===== config.mk =====
export PLATFORM = sky130hd
export DESIGN_NAME = button_debounce_autorepeat
export DESIGN_NICKNAME = d
export VERILOG_FILES = /design/src/rtl/btn_dar_pkg.sv /design/src/rtl/button_debounce_autorepeat.sv
export SDC_FILE = /design/constraint.sdc
export NUM_CORES = 1
export LEC_CHECK = 0
export BUFFER_PORTS_ARGS = -buffer_cell sky130_fd_sc_hd__buf_2
export CAP_MARGIN = 15
export CORE_MARGIN = 2
export CORE_UTILIZATION = 50
export CTS_CLUSTER_DIAMETER = 100
export DETAILED_ROUTE_END_ITERATION = 7
export HOLD_SLACK_MARGIN = 0.12
export PLACE_DENSITY = 0.69
export SYNTH_ARGS = -nofsm -noshare
export SYNTH_HDL_FRONTEND = slang
export SYNTH_SLANG_ARGS = --single-unit

===== constraint.sdc =====
create_clock -name clk -period 5.19 [get_ports clk]
set_input_delay 0.7785 -clock clk [delete_from_list [all_inputs] [get_ports clk]]
set_output_delay 0.7785 -clock clk [all_outputs]
set_load 0.02 [all_outputs]

===== src/rtl/btn_dar_pkg.sv =====
// ============================================================================
// Button debounce and auto-repeat: shared constants
// Phase codes, event codes, register map and reset values.
// ============================================================================
`default_nettype none

package btn_dar_pkg;

  localparam int NUM_BUTTONS_DEF = 6;
  localparam int COUNT_WIDTH_DEF = 16;

  localparam int PIN_W   = 6;
  localparam int FIELDS  = 6;
  localparam int EV_W    = 2;
  localparam int REG_W   = 16;
  localparam int PH_W    = 3;
  localparam int ADDR_W  = 4;

  localparam logic [PH_W-1:0] PH_REL_CAND   = 3'd0;
  localparam logic [PH_W-1:0] PH_PRESS_CAND = 3'd1;
  localparam logic [PH_W-1:0] PH_IDLE       = 3'd2;
  localparam logic [PH_W-1:0] PH_WAIT_FIRST = 3'd3;
  localparam logic [PH_W-1:0] PH_REPEAT     = 3'd4;

  localparam logic [EV_W-1:0] EV_NONE     = 2'd0;
  localparam logic [EV_W-1:0] EV_RELEASED = 2'd1;
  localparam logic [EV_W-1:0] EV_PRESSED  = 2'd2;
  localparam logic [EV_W-1:0] EV_REPEAT   = 2'd3;

  localparam logic [1:0] REG_DEBOUNCE     = 2'd0;
  localparam logic [1:0] REG_FIRST_REPEAT = 2'd1;
  localparam logic [1:0] REG_REPEAT       = 2'd2;

  localparam logic [REG_W-1:0] DEBOUNCE_RST     = 16'd3;
  localparam logic [REG_W-1:0] FIRST_REPEAT_RST = 16'd50;
  localparam logic [REG_W-1:0] REPEAT_RST       = 16'd10;

endpackage

`default_nettype wire


===== src/rtl/button_debounce_autorepeat.sv =====
// ============================================================================
// Button debounce and auto-repeat
// Per-button phase machine and saturating tick counter kept in a small
// state memory, updated by read-modify-write once per button per tick.
// ============================================================================
// Each input request is one polling tick with the active-low pin levels;
// each tick yields one result request with an event code per button. The
// buttons of a tick go one per cycle through read-modify-write of the state
// memory, by its read port and separate write port, but the last button is
// held until the output register is free or being emptied. The next tick is
// taken as the last button of the current one is read.
// A finished result waits in an output register while the next tick runs.
// State entries are valid-tracked, so no clearing pass follows reset.
`default_nettype none

module button_debounce_autorepeat #(
  parameter int NUM_BUTTONS = btn_dar_pkg::NUM_BUTTONS_DEF,
  parameter int COUNT_WIDTH = btn_dar_pkg::COUNT_WIDTH_DEF
) (
  input  wire logic        clk,
  input  wire logic        rst,
  // input stream
  input  wire logic        s_tvalid,
  output logic             s_tready,
  input  wire logic [7:0]  s_tdata,   // [5:0] pin_levels
  // output stream
  output logic             m_tvalid,
  input  wire logic        m_tready,
  output logic [15:0]      m_tdata,   // [1:0] up, [3:2] right, [5:4] down,
                                      // [7:6] left, [9:8] ok, [11:10] cancel
  // configuration
  input  wire logic        psel,
  input  wire logic        penable,
  input  wire logic        pwrite,
  input  wire logic [3:0]  paddr,
  input  wire logic [31:0] pwdata,
  output logic [31:0]      prdata,
  output logic             pready
);

  localparam int IDX_W = (NUM_BUTTONS > 1) ? $clog2(NUM_BUTTONS) : 1;
  localparam int PAD_W = (NUM_BUTTONS > btn_dar_pkg::PIN_W) ? NUM_BUTTONS
                                                            : btn_dar_pkg::PIN_W;
  localparam int CMP_W = (COUNT_WIDTH > btn_dar_pkg::REG_W) ? COUNT_WIDTH
                                                            : btn_dar_pkg::REG_W;
  localparam int ACC_W = btn_dar_pkg::FIELDS * btn_dar_pkg::EV_W;
  localparam logic [IDX_W-1:0] LAST_IDX = IDX_W'(NUM_BUTTONS - 1);

  typedef struct packed {
    logic [btn_dar_pkg::PH_W-1:0] phase;
    logic [COUNT_WIDTH-1:0]       cnt;
  } entry_t;

  // configuration registers
  logic [btn_dar_pkg::REG_W-1:0] debounce_count;
  logic [btn_dar_pkg::REG_W-1:0] first_repeat_ticks;
  logic [btn_dar_pkg::REG_W-1:0] repeat_ticks;
  logic                          cfg_wr;

  assign pready = 1'b1;
  assign cfg_wr = psel && penable && pwrite;

  always_ff @(posedge clk) begin
    if (rst) begin
      debounce_count     <= btn_dar_pkg::DEBOUNCE_RST;
      first_repeat_ticks <= btn_dar_pkg::FIRST_REPEAT_RST;
      repeat_ticks       <= btn_dar_pkg::REPEAT_RST;
    end else if (cfg_wr) begin
      unique case (paddr[3:2])
        btn_dar_pkg::REG_DEBOUNCE:     debounce_count     <= pwdata[15:0];
        btn_dar_pkg::REG_FIRST_REPEAT: first_repeat_ticks <= pwdata[15:0];
        btn_dar_pkg::REG_REPEAT:       repeat_ticks       <= pwdata[15:0];
        default: ;
      endcase
    end
  end

  always_comb begin
    unique case (paddr[3:2])
      btn_dar_pkg::REG_DEBOUNCE:     prdata = {16'd0, debounce_count};
      btn_dar_pkg::REG_FIRST_REPEAT: prdata = {16'd0, first_repeat_ticks};
      btn_dar_pkg::REG_REPEAT:       prdata = {16'd0, repeat_ticks};
      default:                       prdata = 32'd0;
    endcase
  end

  // tick holding register and button sequencer
  logic                           cur_valid;
  logic [btn_dar_pkg::PIN_W-1:0]  cur_pins;
  logic [IDX_W-1:0]               idx;
  logic [PAD_W-1:0]               pins_pad;
  logic                           at_last;
  logic                           out_ok;
  logic                           issue;

  // update stage
  logic                           b_valid;
  logic [IDX_W-1:0]               b_idx;
  logic                           b_pressed;
  logic                           b_first;
  logic                           b_last;

  // state memory
  entry_t                         mem [NUM_BUTTONS];
  logic [NUM_BUTTONS-1:0]         written;
  entry_t                         rd_entry;
  logic                           rd_written;
  entry_t                         cur_entry;
  entry_t                         wr_entry;
  logic                           fwd;

  logic [ACC_W-1:0]               acc;
  logic [ACC_W-1:0]               acc_next;
  logic [btn_dar_pkg::EV_W-1:0]   ev;
  logic [COUNT_WIDTH-1:0]         cnt_inc;
  logic [btn_dar_pkg::REG_W-1:0]  deb_target;
  logic [btn_dar_pkg::REG_W-1:0]  rep_target;

  assign pins_pad = ~PAD_W'(~cur_pins);
  assign at_last  = (idx == LAST_IDX);
  assign out_ok   = (!m_tvalid || m_tready) && !(b_valid && b_last);
  assign issue    = cur_valid && (!at_last || out_ok);
  assign s_tready = !cur_valid || (issue && at_last);
  assign fwd      = b_valid && (b_idx == idx);

  always_ff @(posedge clk) begin
    if (rst) begin
      cur_valid <= 1'b0;
      idx       <= '0;
    end else if (s_tvalid && s_tready) begin
      cur_valid <= 1'b1;
      idx       <= '0;
    end else if (issue) begin
      if (at_last) begin
        cur_valid <= 1'b0;
      end else begin
        idx <= idx + IDX_W'(1);
      end
    end
  end

  always_ff @(posedge clk) begin
    if (s_tvalid && s_tready) begin
      cur_pins <= s_tdata[btn_dar_pkg::PIN_W-1:0];
    end
  end

  always_ff @(posedge clk) begin
    if (rst) begin
      b_valid <= 1'b0;
    end else begin
      b_valid <= issue;
    end
  end

  always_ff @(posedge clk) begin
    if (issue) begin
      b_idx     <= idx;
      b_pressed <= ~pins_pad[idx];
      b_first   <= (idx == '0);
      b_last    <= at_last;
    end
  end

  always_ff @(posedge clk) begin
    if (b_valid) begin
      mem[b_idx] <= wr_entry;
    end
    if (issue) begin
      if (fwd) begin
        rd_entry <= wr_entry;
      end else begin
        rd_entry <= mem[idx];
      end
    end
  end

  always_ff @(posedge clk) begin
    if (rst) begin
      written    <= '0;
      rd_written <= 1'b0;
    end else begin
      if (b_valid) begin
        written[b_idx] <= 1'b1;
      end
      if (issue) begin
        rd_written <= fwd || written[idx];
      end
    end
  end

  // phase update
  always_comb begin
    cur_entry = rd_written ? rd_entry
                           : entry_t'{phase: btn_dar_pkg::PH_IDLE, cnt: '0};
    cnt_inc   = (cur_entry.cnt == '1) ? cur_entry.cnt
                                      : cur_entry.cnt + COUNT_WIDTH'(1);
    deb_target = debounce_count - 16'd1;
    rep_target = (cur_entry.phase == btn_dar_pkg::PH_WAIT_FIRST) ? first_repeat_ticks
                                                                 : repeat_ticks;
    wr_entry = '{phase: cur_entry.phase, cnt: cnt_inc};
    ev       = btn_dar_pkg::EV_NONE;
    unique case (cur_entry.phase) inside
      btn_dar_pkg::PH_REL_CAND, btn_dar_pkg::PH_PRESS_CAND: begin
        if (b_pressed != (cur_entry.phase == btn_dar_pkg::PH_PRESS_CAND)) begin
          wr_entry = '{phase: btn_dar_pkg::PH_IDLE, cnt: '0};
        end else if (CMP_W'(cnt_inc) == CMP_W'(deb_target)) begin
          if (cur_entry.phase == btn_dar_pkg::PH_REL_CAND) begin
            wr_entry = '{phase: btn_dar_pkg::PH_IDLE, cnt: '0};
            ev       = btn_dar_pkg::EV_RELEASED;
          end else begin
            wr_entry = '{phase: btn_dar_pkg::PH_WAIT_FIRST, cnt: '0};
            ev       = btn_dar_pkg::EV_PRESSED;
          end
        end
      end
      btn_dar_pkg::PH_WAIT_FIRST, btn_dar_pkg::PH_REPEAT: begin
        if (!b_pressed) begin
          wr_entry = '{phase: btn_dar_pkg::PH_REL_CAND, cnt: '0};
        end else if (CMP_W'(cnt_inc) == CMP_W'(rep_target)) begin
          wr_entry = '{phase: btn_dar_pkg::PH_REPEAT, cnt: '0};
          ev       = btn_dar_pkg::EV_REPEAT;
        end
      end
      default: begin
        if (b_pressed) begin
          wr_entry = '{phase: btn_dar_pkg::PH_PRESS_CAND, cnt: '0};
        end
      end
    endcase
  end

  always_comb begin
    acc_next = b_first ? '0 : acc;
    for (int i = 0; i < btn_dar_pkg::FIELDS; i++) begin
      if (i < NUM_BUTTONS && b_idx == IDX_W'(i)) begin
        acc_next[i*btn_dar_pkg::EV_W +: btn_dar_pkg::EV_W] = ev;
      end
    end
  end

  always_ff @(posedge clk) begin
    if (b_valid) begin
      acc <= acc_next;
    end
  end

  // result register
  always_ff @(posedge clk) begin
    if (rst) begin
      m_tvalid <= 1'b0;
    end else if (b_valid && b_last) begin
      m_tvalid <= 1'b1;
    end else if (m_tready) begin
      m_tvalid <= 1'b0;
    end
  end

  always_ff @(posedge clk) begin
    if (b_valid && b_last) begin
      m_tdata <= {(16 - ACC_W)'(0), acc_next};
    end
  end

  ap_no_overwrite: assert property (@(posedge clk) disable iff (rst)
    (b_valid && b_last) |-> !m_tvalid)
    else $error("result register overwritten");

  ap_hold_tick: assert property (@(posedge clk) disable iff (rst)
    (cur_valid && !(issue && at_last)) |-> !s_tready)
    else $error("new tick taken while current one is in progress");

  ap_pressed_src: assert property (@(posedge clk) disable iff (rst)
    (b_valid && ev == btn_dar_pkg::EV_PRESSED) |->
      (cur_entry.phase == btn_dar_pkg::PH_PRESS_CAND))
    else $error("pressed event outside press candidate");

  ap_result_follows: assert property (@(posedge clk) disable iff (rst)
    (b_valid && b_last) |=> m_tvalid)
    else $error("finished tick produced no result");

  ap_stage_follows: assert property (@(posedge clk) disable iff (rst)
    issue |=> (b_valid && b_idx == $past(idx)))
    else $error("issued button lost in update stage");

endmodule

`default_nettype wire

==> summary.md <==
| Metric | Value |
|---|---|
| Die W | 153.5 um |
| Setup Crit Path Kind | register to register |
| Clock skew | 0.02983 ns |
| Synthesis-stage register bit count | between 200 and 250 |
| Sequential share of power | 0.511 |
| Die Span Y | 153.5 um |
| RSZ-0062 raised after global routing | no |
| Int Pwr | 0.003107 W |
| H-tree depth | 1 |
| Hold Buf Count CTS | 0 |
| Die ar. | between 0.02 and 0.025 sq mm |
| Via count | roughly 7,600 |
| Min cycle time layout | 4.437 ns |
| Initial Util | 0.5106 |
| Initial antenna violation count | 0 |
| Reg2reg end | mem[3][8] |
| Share of cells above drive strength 1 | 0.1764 |
| Synthesized cell area | 0.01118 sq mm |
| Clock sinks | 230 |
| Number of enable flip-flop cells after synthesis | 169 |
| Post-synthesis cell count | 967 |
| PwrDens | 321.7 mW/mm^2 |
| Global route overflow | 0 |
| WL per Instance | 19.18 um |
| Avg Inst Size Synth | 11.56 sq um |
| Critical path capture point type | register |
| Setup_tns | 0 ns |
| TritonRoute pass-1 iters | 4 |
| Worst-skew pair later-pin latency | 0.53 ns |
| Comb pwr share | 0.075 |
| Hold Crit Class | input pin to register |
| Final Cycle Share | 0.8548 |
| Status | finished, final reports clean |
| Number of CTS-inserted buffers | 24 |
| Final Max Tran Viols | 0 |
| Crit path to | mem[3][8] |
| Sw power | 0.0008989 W |
| Vias in the first global route | 7,458 |
| Max Clk Rate | approximately 230 MHz |
| Top FF cell, synth | edfxtp_1 |
| Worst reg2reg path depth | 13 |
| RePlAce Congestion | 0.9331 |
| CP startpoint kind | register |
| Seq/Total Area, Yosys | 0.5632 |
| Core area | approximately 0.022 sq mm |
| Largest net degree at the start of global routing | 62 |
| Slew HR | 0.3661 |
| Final setup fails | 0 |
| Layout area overhead | 11.41% |
| CTS tree | done |
| Synth unique cells | 70 |
| First-pass GRT wire length | 40,400 um |
| Design Power | 0.004006 W |
| Critical path data arrival time | approximately 4.6 ns |
| Asr flop ratio synth | 0 |
| Final Net Count | 1,071 |
| Actual slew at the worst max-slew pin | approximately 0.95 ns |
| Worst vdd ir | 0.0002802 V |
| Row count | 54 |
| Max Root-Sink Buffers | 3 |
| Vias/cell | 5.761 |
| Tot GR Track Use | 0.2151 |
| IO Pins | just over 100 |
| P_leak | 4.300 nW |
| Yosys Warn Count | 0 |
| Worst Setup SP | rd_entry[0] |
| Post-CTS setup buffer count | 0 |
| FF-to-FF setup slack | 0.75 ns |
| Critical R2R Launch | rd_entry[0] |
| HP Start | s_tdata[4] |
| Post-CTS sizing | 0 |
| Clock slew at reported path FFs | 0.06 ns |
| Clock share of power | 0.413 |
| CTS Root Cell | clkbuf_16 |
| Initial DRC count | approximately 440 |
| Post-DP Area | 0.01169 sq mm |
| Final instance area | 0.01245 sq mm |
| Final Hold Viols | 0 |
| Post-detail-place hpwl | 16,410 um |
| Max Cap Viol | 0 |
| Worst Path Max Fanout | 32 |
| Diode count | 0 |
| Drt total wl | 25,160 um |
| DRC | 0 |
| I/O Buffers | 60 |
| Antenna-violating nets left | 0 |
| Req. time, crit path | between 5 and 6 ns |
| Switching Fraction | 0.2244 |
==> registers in the layout (all words and copies together) (netlist names), 3 cells and up <==
name and flops:
repeat_ticks 16, m_tdata 12, rd_entry 19, first_repeat_ticks 16, written 6, mem 114
acc 12, b_idx 3, idx 3, cur_pins 6, debounce_count 16
==> power by group through the flow <==
stage | logic (W) | clock network [W] | registers, W
2_1_floorplan | 0.000242 | 0 | 0.00207
3_3_place_gp | 0.000298 | 0 | 0.00209
3_5_place_dp | 0.000303 | 0 | 0.00209
4_1_cts | 0.000304 | 0.00169 | 0.00205
5_1_grt | 0.000331 | 0.00177 | 0.00205
6_report | 0.000302 | 0.00166 | 0.00205
==> worst max-delay path: stages, from the launching register on <==
cell and delay [ns]:
edfxtp_1 0.38, and2_1 0.24, ha_1 0.32, nand4_2 0.18
nor2_1 0.24, nand4b_1 0.14, xnor2_1 0.58, xor2_1 0.14
nor4_1 0.48, nand4_1 0.30, a21oi_1 0.30, a21boi_4 0.20
buf_4 0.39, nor2_1 0.19
==> per-stage QoR <==
| step | utilization | worst slack, ns | instances | hold slack, ns |
|---|---|---|---|---|
| 2_1_floorplan | - | 1.477 | 986 | 0.4064 |
| 3_3_place_gp | 0.5341 | 0.8857 | 1269 | 0.4491 |
| 3_5_place_dp | 0.5341 | 0.8373 | 1269 | 0.4538 |
| 4_1_cts | 0.5689 | 0.8014 | 1312 | 0.4114 |
| 5_1_grt | 0.5689 | 0.4446 | 1312 | 0.4135 |
| 6_report | 0.5689 | 0.7534 | 1312 | 0.4257 |
==> cell usage in the layout (no fill, tap or decap), types with 25 or more instances in the layout <==
| cell | Yosys | routed |
|---|---|---|
| o21ai_0 | 28 | 28 |
| dfxtp_1 | 61 | 60 |
| a21oi_1 | 52 | 52 |
| buf_2 | 6 | 60 |
| xnor2_1 | 33 | 33 |
| mux2i_1 | 63 | 63 |
| nor2_1 | 67 | 63 |
| edfxtp_1 | 169 | 169 |
| nand2_1 | 155 | 155 |
| clkbuf_16 | 0 | 26 |
| buf_4 | 24 | 25 |
==> layer usage <==
metal / part of all wire / vias up / GRT usage
met5: 0 / - / 0
met4: 0.027 / 0 / 0.06640
met3: 0.051 / 44 / 0.02903
met2: 0.48 / 229 / 0.3598
met1: 0.44 / 3696 / 0.2943
li1: - / 3590 / -
==> cell type report <==
type                       instances  area [sq um]
sequential                       230          6297
fill                            1851          9438
clock buffer                      37         706.9
timing repair buffer              85         488.0
multi-input combinational        661          4508
clock inverter                     6         53.80
tap                              280         350.3
inverter                          13         48.80
==> cell usage after synthesis (3+ instances only) <==
library cell | count | area, sq um
edfxtp_1 | 169 | 5075
nand2_1 | 155 | 581.8
nor2_1 | 67 | 251.5
mux2i_1 | 63 | 630.6
dfxtp_1 | 61 | 1221
a21oi_1 | 52 | 260.3
clkbuf_1 | 43 | 161.4
xnor2_1 | 33 | 289.0
o21ai_0 | 28 | 140.1
buf_4 | 24 | 180.2
mux4_2 | 21 | 473.0
o211ai_1 | 17 | 127.6
xor2_1 | 17 | 148.9
nand3_1 | 16 | 80.08
nand3b_1 | 15 | 112.6
nor3_1 | 14 | 70.07
inv_1 | 13 | 48.80
o31ai_2 | 13 | 162.7
nand4_1 | 11 | 68.82
and2_1 | 10 | 62.56
nand2b_1 | 9 | 56.30
nor4_1 | 8 | 50.05
o31ai_1 | 8 | 60.06
buf_1 | 6 | 22.52
buf_2 | 6 | 30.03
ha_1 | 5 | 62.56
or4_1 | 5 | 37.54
and4_1 | 4 | 35.03
mux2_2 | 4 | 45.04
a211oi_1 | 3 | 22.52
a31oi_1 | 3 | 18.77
nand4_2 | 3 | 37.54
nand4b_1 | 3 | 26.28
nor2b_1 | 3 | 18.77
nor3_2 | 3 | 30.03
nor3b_1 | 3 | 22.52
nor4b_1 | 3 | 26.28
==> cell families (layout without fill, tap and decap cells) <==
| family | after synthesis | count (layout) | synth area share |
|---|---|---|---|
| buf+inv | 95 | 141 | 0.04209 |
| compound gates | 153 | 153 | 0.09458 |
| flops | 230 | 230 | 0.5632 |
| simple gates | 342 | 342 | 0.1479 |
| fa+ha+maj | 5 | 5 | 0.005597 |
| other cells | 2 | 21 | 0.0006718 |
| mux | 88 | 88 | 0.1028 |
| xor+xnor | 52 | 52 | 0.04321 |
==> worst min-delay path by stage <==
| stage | depth (start not counted) | to |
|---|---|---|
| floorplan | 0 | b_idx[2] |
| global placement | 2 | written[3] |
| detailed placement | 2 | written[2] |
| CTS | 1 | cur_pins[4] |
| global route | 1 | cur_pins[2] |
| finish | 1 | cur_pins[4] |
Note: power is estimated with default switching activity, not from simulation.
